`config.mk`:
```
export PLATFORM = sky130hd
export DESIGN_NAME = calendar_date_day_offset_top
export DESIGN_NICKNAME = d
export VERILOG_FILES = /design/src/sv/cdo_pkg.sv /design/src/sv/calendar_date_day_offset_top.sv
export SDC_FILE = /design/constraint.sdc
export NUM_CORES = 1
export LEC_CHECK = 0
export BUFFER_PORTS_ARGS = -buffer_cell sky130_fd_sc_hd__buf_4
export CORE_UTILIZATION = 53
export CTS_CLUSTER_SIZE = 10
export DETAILED_ROUTE_END_ITERATION = 8
export PLACE_DENSITY = 0.86
export SETUP_SLACK_MARGIN = 0.2
export SKIP_LAST_GASP = 1
export SLEW_MARGIN = 30
export SYNTH_ARGS = -nofsm -noshare
export SYNTH_HDL_FRONTEND = slang
export SYNTH_SLANG_ARGS = --single-unit
```
`constraint.sdc`:
```
create_clock -name clk -period 4.55 [get_ports clk]
set_input_delay 0.2275 -clock clk [delete_from_list [all_inputs] [get_ports clk]]
set_output_delay 0.2275 -clock clk [all_outputs]
set_load 0.02 [all_outputs]
```
`src/sv/cdo_pkg.sv`:
```
// Shared types and constants for the calendar date day-offset block.
// Holds the input/result beat structs, the month length table and the span constants.
// No dependencies.
package cdo_pkg;

	localparam int OFFSET_BITS_DEF = 16;
	localparam int MONTHS          = 12;
	localparam int SPAN_DAYS       = 1461;
	localparam int LEAP_MASK       = 3;

	typedef struct packed {
		logic [7:0]         year;
		logic [3:0]         month;
		logic [4:0]         day;
		logic signed [15:0] delta;
	} item_t;

	typedef struct packed {
		logic [7:0] new_year;
		logic [3:0] new_month;
		logic [4:0] new_day;
	} result_t;

	function automatic logic [4:0] month_len(input logic [7:0] yr, input logic [3:0] mo);
		logic [4:0] n;
		unique case (mo)
			4'd1, 4'd3, 4'd5, 4'd7, 4'd8, 4'd10, 4'd12: n = 5'd31;
			4'd4, 4'd6, 4'd9, 4'd11:                     n = 5'd30;
			4'd2:  n = ((yr & 8'(LEAP_MASK)) == 8'd0) ? 5'd29 : 5'd28;
			default: n = 5'd0;
		endcase
		return n;
	endfunction

endpackage

```
`src/sv/calendar_date_day_offset_top.sv`:
```
// Each item is walked one month step or one four-year span skip at a time until the day fits
// its month; done then strobes.
// One shared add unit applies one month length or one 1461-day span per cycle.
// Throughput: one item at a time; start is taken again in the cycle done is high.
// Reset (arst_n low, asynchronous) returns to idle and drops busy and done; no receiver stall.
// Depends on cdo_pkg.
module calendar_date_day_offset_top #(
	parameter int OFFSET_BITS = cdo_pkg::OFFSET_BITS_DEF
) (
	input  logic             clk,
	input  logic             arst_n,
	input  logic             start,
	output logic             busy,
	input  cdo_pkg::item_t   item,
	output logic             done,
	output cdo_pkg::result_t result
);

	localparam int CW = (OFFSET_BITS + 2 > 13) ? OFFSET_BITS + 2 : 13;

	typedef enum logic {ST_IDLE, ST_WALK} state_t;

	state_t               state_q;
	logic                 done_q;
	logic [7:0]           yr_q;
	logic [3:0]           mo_q;
	logic signed [CW-1:0] cur_q;

	logic [OFFSET_BITS-1:0] off;
	logic signed [CW-1:0]   cur_init;
	logic                   mo_valid;
	logic [4:0]             len_cur;
	logic [4:0]             len_prev;
	logic [7:0]             yr_next;
	logic [3:0]             mo_next;
	logic [7:0]             yr_prev;
	logic [3:0]             mo_prev;
	logic                   fwd;
	logic                   bwd;
	logic                   fwd_skip;
	logic                   bwd_skip;
	logic signed [CW-1:0]   addend;
	logic signed [CW-1:0]   cur_sum;
	logic signed [CW-1:0]   span;

	always_comb begin
		off      = OFFSET_BITS'($unsigned(item.delta));
		cur_init = CW'($signed(off)) + $signed(CW'(item.day));
		span     = CW'(cdo_pkg::SPAN_DAYS);
		mo_valid = (mo_q >= 4'd1) && (mo_q <= 4'(cdo_pkg::MONTHS));
		len_cur  = cdo_pkg::month_len(yr_q, mo_q);

		if (mo_q >= 4'(cdo_pkg::MONTHS)) begin
			mo_next = 4'd1;
			yr_next = yr_q + 8'd1;
		end else begin
			mo_next = mo_q + 4'd1;
			yr_next = yr_q;
		end
		if (mo_q <= 4'd1) begin
			mo_prev = 4'(cdo_pkg::MONTHS);
			yr_prev = yr_q - 8'd1;
		end else begin
			mo_prev = mo_q - 4'd1;
			yr_prev = yr_q;
		end
		len_prev = cdo_pkg::month_len(yr_prev, mo_prev);

		fwd      = cur_q > $signed(CW'(len_cur));
		bwd      = cur_q < $signed(CW'(1));
		fwd_skip = mo_valid && (cur_q > span);
		bwd_skip = mo_valid && (cur_q <= -span);

		priority if (fwd && fwd_skip) addend = -span;
		else if (fwd)                 addend = -$signed(CW'(len_cur));
		else if (bwd_skip)            addend = span;
		else                          addend = $signed(CW'(len_prev));
		cur_sum = cur_q + addend;
	end

	always_ff @(posedge clk or negedge arst_n) begin
		if (!arst_n) begin
			state_q <= ST_IDLE;
			done_q  <= 1'b0;
		end else begin
			done_q <= 1'b0;
			unique case (state_q)
				ST_IDLE: begin
					if (start) begin
						yr_q    <= item.year;
						mo_q    <= item.month;
						cur_q   <= cur_init;
						state_q <= ST_WALK;
					end
				end
				ST_WALK: begin
					priority if (fwd && fwd_skip) begin
						cur_q <= cur_sum;
						yr_q  <= yr_q + 8'd4;
					end else if (fwd) begin
						cur_q <= cur_sum;
						yr_q  <= yr_next;
						mo_q  <= mo_next;
					end else if (bwd && bwd_skip) begin
						cur_q <= cur_sum;
						yr_q  <= yr_q - 8'd4;
					end else if (bwd) begin
						cur_q <= cur_sum;
						yr_q  <= yr_prev;
						mo_q  <= mo_prev;
					end else begin
						done_q  <= 1'b1;
						state_q <= ST_IDLE;
					end
				end
				default: state_q <= ST_IDLE;
			endcase
		end
	end

	assign busy             = (state_q == ST_WALK);
	assign done             = done_q;
	assign result.new_year  = yr_q;
	assign result.new_month = mo_q;
	assign result.new_day   = cur_q[4:0];

`ifndef SYNTH
	a_done_idle: assert property (@(posedge clk) disable iff (!arst_n)
		done |-> !busy) else $error("done while busy");
	a_month_range: assert property (@(posedge clk) disable iff (!arst_n)
		done |-> (result.new_month >= 4'd1 && result.new_month <= 4'(cdo_pkg::MONTHS)))
		else $error("result month out of range");
	a_day_range: assert property (@(posedge clk) disable iff (!arst_n)
		done |-> (cur_q >= $signed(CW'(1)) && cur_q <= $signed(CW'(len_cur))))
		else $error("result day outside month");
	a_accept_busy: assert property (@(posedge clk) disable iff (!arst_n)
		(start && !busy) |=> busy) else $error("accepted beat did not raise busy");
	a_done_after_walk: assert property (@(posedge clk) disable iff (!arst_n)
		$rose(done) |-> $past(busy)) else $error("done without a walk");
`endif

endmodule
```
==> Yosys cells after proc, flatten, opt, wreduce, memory -nomap -nowiden <==
Index checks and enable logic that the tools add are counted.
{ "classes": {"reduce_logical": 15, "n_addsub": 9, "n_lt_le_gt_ge": 8, "bitwise": 1, "mux": 40, "n_eq_ne": 31} }
{ "op_table": {"columns": ["operator", "count"], "rows": [
  ["2-to-1 mux 18 bit", 7],
  ["2-to-1 mux 8 bit", 7],
  ["== test 4 bit (second input constant)", 10],
  ["case mux 18 bit (2 select lines)", 1],
  ["== test 4 x 3 -> 1 bit (second input constant)", 8],
  ["case mux 5 bit (3 select lines)", 2],
  ["2-to-1 mux 4 bit", 7],
  ["adder 18 bit", 1],
  ["greater-than comparator 18 x 12 -> 1 bit (second input constant)", 1],
  ["greater-than comparator 18 x 6 -> 1 bit", 1],
  ["less-or-equal comparator 18 x 12 -> 1 bit (second input constant)", 1],
  ["less-than comparator 18 x 2 -> 1 bit (second input constant)", 1],
  ["negation 5 -> 18 bit", 1],
  ["adder 16 x 6 -> 17 bit", 1],
  ["== test 4 x 2 -> 1 bit (second input constant)", 4],
  ["logical NOT 8 bit", 2],
  ["case mux 8 bit (2 select lines)", 1],
  ["OR reduction 7 bit", 2],
  ["2-to-1 mux 1 bit", 12],
  ["2-to-1 mux 11 bit", 1],
  ["inequality test 5 x 1 -> 1 bit (second input constant)", 2],
  ["AND reduction 5 bit", 2],
  ["adder 8 x 1 -> 8 bit (second input constant)", 1],
  ["adder 8 x 3 -> 8 bit (second input constant)", 1],
  ["other kinds (20)", 27]
]} }
{ "word_totals": {"out_inout_bits": 19, "reg_bits": 32, "elab_cells": 110, "input_bits": 36} }

==> Depth between registers and ports, before layout <==
{ "depth": {"word_depth": 14, "depth_mapped": 26, "mapped_depth_nobuf": 24} }

==> Least setup slack after synthesis <==
Ideal clock, no wire load.
{ "synth_path": {"kind": "flip-flop to flip-flop", "startpoint": "register mo_q[0]", "endpoint": "register cur_q[14], data pin", "t_required_ps": 4294, "t_arrival_ps": 4918, "setup_slack_ps": -624, "path_stages_with_launch": 25, "n_path_buf": 2, "period_less_slack_ps": 5174, "setup_time_ps": 256, "cell_sequence": "edfxtp_1 inv_1 ha_1 a2111oi_0 o21ai_0 inv_1 ha_1 a211oi_1 nand2_1 o21ai_0 a21oi_1 buf_2 buf_2 a2111oi_0 o21ai_0 ha_1 inv_1 fa_1 nor2b_1 o21ai_0 a21oi_1 o21bai_1 a31oi_1 or3_1 a31o_2"} }
{ "synth_via": {"elab_chain_len": 14, "elab_cells_between_ends": 54, "cone_classes": "add/sub: 3; order compare: 4; eq/ne: 24; mux: 13; reduce/logical: 10"} }
{ "synth_rtl": {"columns": ["element", "line", "source"], "rows": [
  ["from (decl)", "calendar_date_day_offset_top.sv:26", "logic [3:0] mo_q;"],
  ["from (signal assigned)", "calendar_date_day_offset_top.sv:91", "mo_q <= item.month;"],
  ["from (signal assigned)", "calendar_date_day_offset_top.sv:103", "mo_q <= mo_next;"],
  ["from (signal assigned)", "calendar_date_day_offset_top.sv:110", "mo_q <= mo_prev;"],
  ["parallel branches: the longest is 12 deep, another holds greater-than comparator 18 x 6 -> 1 bit", null, null],
  ["2-to-1 mux 18 bit (*)", "calendar_date_day_offset_top.sv:97", "priority if (fwd && fwd_skip) begin"],
  ["case mux 18 bit (2 select lines) (*)", "calendar_date_day_offset_top.sv:87", "unique case (state_q)"],
  ["to (signal assigned)", "calendar_date_day_offset_top.sv:98", "cur_q <= cur_sum;"],
  ["to (signal assigned)", "calendar_date_day_offset_top.sv:101", "cur_q <= cur_sum;"],
  ["to (signal assigned)", "calendar_date_day_offset_top.sv:105", "cur_q <= cur_sum;"],
  ["to (decl)", "calendar_date_day_offset_top.sv:27", "logic signed [CW-1:0] cur_q;"]
]} }
Mark *: on every way between the ends. The select of a mux whose other input is x is not followed.
A chain may end at the register's enable or synchronous reset.

==> Worst setup path in the final report <==
{ "layout_path": {"startpoint": "register mo_q[1]", "endpoint": "register cur_q[17], data pin"} }
Same word-level chain as after synthesis.

==> reports/results.ini <==
[floorplanning]
start_util_pct = 55.8
die_w_um = 87.5
die_y_um = 87.5
rows = 30
boundaryPins = 55
dieArea_um2 = 7650
core-area_um2 = 6940

[sta]
finalWorstPathRequiredPeriod_ns = 4.70
slew_headroom_pct = 47.4
hold_viol_final = 0
rsz0062_at_grt = yes
skew_ns = 0.00606
final_max_slew_viol_count = 0
worst_slew_pin_slew_ns = 0.777
fin_crit_sh_pct = 103
setup_violations = 9
tns_ns = -0.658
setup_ws_ns = -0.154
fmax_mhz = 213
timing.hold.ws_ns = 0.193

[setup_path]
r2r_end = cur_q[17]
startpoint_type = flip-flop
crit_arrival_ns = 4.71
worst_r2r_startpoint = mo_q[1]
path_class = reg2reg
crit_path_end = cur_q[17]
reg2reg_depth = 22
r2r_slack_ns = -0.15
path_max_fanout = 5
critPathLaunch = mo_q[1]
worst_setup_path_end_kind = flip-flop
critPathRequiredTime_ns = 4.56

[detailed_routing]
routed_via_density = 6.14
first_iter_violations = 278
via_count = 4081
routedWlPerCell_um = 17.0
drc = 0
ant_nets = 0
routed_wl_mm = 11.3
drtPass1Iterations = 5

[placed_design]
io_buffers = 54
gp_congestion = 0.925
hpwl_mm = 7.98
placed_area_um2 = 4630
place_inst = 640

[grt]
antenna_found_initial = 0
met3_usage_pct = 4.45
busiest_layer = met2
grt_overflow_total = 0
use_met1_pct = 36.0
grt_pass1_wl_mm = 18.2
grt_pass1_vias = 3994
grt_start_max_net_pins = 46
grt_util_met2_pct = 54.8
track_usage_pct = 30.4

[clock_network]
cts_max_path_buffers = 2
clk_pin_slew_ns = 0.08
htree_levels = 2
clockRootBuffer = clkbuf_8
cts_buffers = 5
cts_tree = done
insertion_delay_ns = 0.30
cts_num_sinks = 32

[layout]
area_delta_synth_final_pct = 31.0
final_area_um2 = 5070
fin_cells = 665
layout-drive-gt1-share_pct = 30.2
fin_nets = 644
final_common_cell = buf_4
antennaDiodeCount = 0
most-common-layout-cells = buf_4 (103), nor2_1 (43), nand2_1 (42), o21ai_0 (34), edfxtp_1 (30)

[logic_synthesis]
ys.flop_type = edfxtp_1
syn_nets = 556
avgSynthCellArea_um2 = 8.07
synth_area_um2 = 3870
yosysSeqAreaShare_pct = 24.5
synthCells = 480
synth_seq_cells = 32
synth-edff-count = 30
synth_warnings = 0
async_reset_ff_share_pct = 6.25
yosysUniqueCellTypes = 67

[status]
status = finished with violations
violations = setup timing

[worst_hold_path]
hold_class = in2reg

[run]
maxCapViolations = 0

registers in the layout (all words and copies together), names as in the netlist:
signal	flops
yr_q	8
cur_q	18
done	1
mo_q	4
busy	1
worst min-delay path by stage:
stage / startpoint / end / slack (ns) / cells after the start
final: start / busy / 0.19 / 3
after global routing: start / busy / 0.21 / 3
after CTS: start / busy / 0.20 / 3
after detailed placement: arst_n / busy / 0.02 / 1
after global placement: arst_n / done / 0.01 / 1
after floorplan: arst_n / busy / -0.07 / 0
Yosys cell counts, types with 5 or more instances:
library cell	n	area, um2
a211oi_1	7	52.6
nand3_1	12	60.1
xnor2_1	22	193
mux2i_1	7	70.1
nand4_1	5	31.3
clkbuf_1	10	37.5
o211ai_1	8	60.1
buf_4	5	37.5
ha_1	38	475
edfxtp_1	30	901
and3_1	6	37.5
o21ai_0	45	225
a21o_1	12	90.1
nand2_1	42	158
xor2_1	8	70.1
nor2_1	46	173
nor4_1	7	43.8
a21oi_1	27	135
inv_1	30	113
or3_1	8	50.1
a31oi_1	10	62.6
nor3_1	13	65.1
metrics by stage:
stage          util, %  setup slack [ns]
2_1_floorplan        -            -0.219
3_3_place_gp      66.7           -0.0207
3_5_place_dp      66.7            -0.218
4_1_cts           71.2           -0.0847
5_1_grt           73.1            -0.300
6_report          73.1            -0.154
critical path: stages, from the launching register on:
cell and delay [ns]:
edfxtp_1 0.43, buf_4 0.17, ha_4 0.16, buf_4 0.14
a2111oi_4 0.28, o21ai_2 0.13, inv_2 0.14, ha_4 0.22
a211oi_2 0.20, nand2_1 0.12, o21ai_2 0.21, a21oi_4 0.09
buf_4 0.16, buf_4 0.15, a21oi_2 0.16, nand2_1 0.12
ha_4 0.27, a211oi_4 0.26, o21ai_2 0.11, a311o_1 0.38
a31oi_4 0.21, a2111o_1 0.19, nand3_1 0.08
layer usage:
metal	up-vias	part of all wire, %
met5	-	0
met4	0	2.8
met3	31	6.9
met2	194	50
met1	1887	40
li1	1969	-
kinds of logic (layout without fill, tap and decap cells):
logic type / count (synthesis) / after routing / share of synthesized area, %
and+or+nand+nor: 162 / 162 / 20.6
adders and majority gates: 40 / 40 / 13.3
buffers and inverters: 54 / 143 / 6.46
AOI/OAI and AO/OA: 154 / 154 / 26.2
xor gates and xnor gates: 30 / 30 / 6.78
muxes: 8 / 8 / 2.10
DFF: 32 / 32 / 24.5
area by class of cell:
class	instances	area, um2
Multi-Input combinational cell	394	2980
Fill cell	511	1870
Inverter	31	119
Clock buffer	7	96.3
Sequential cell	32	951
Tap cell	96	120
Timing Repair Buffer	104	783
Clock inverter	1	30.0
repair_timing:
item | in CTS | in global routing
endpoints found under the hold margin | 2 | 0
hold buffers | 1 | 0
pin swaps | 19 | 21
setup buffers | 10 | 6
endpoints found under the setup margin | 12 | 15
gates resized for setup | 21 | 18
Power is left out: the tool's default activity adds up to more than one toggle a clock period on the data nets, which glitch-free logic cannot reach.
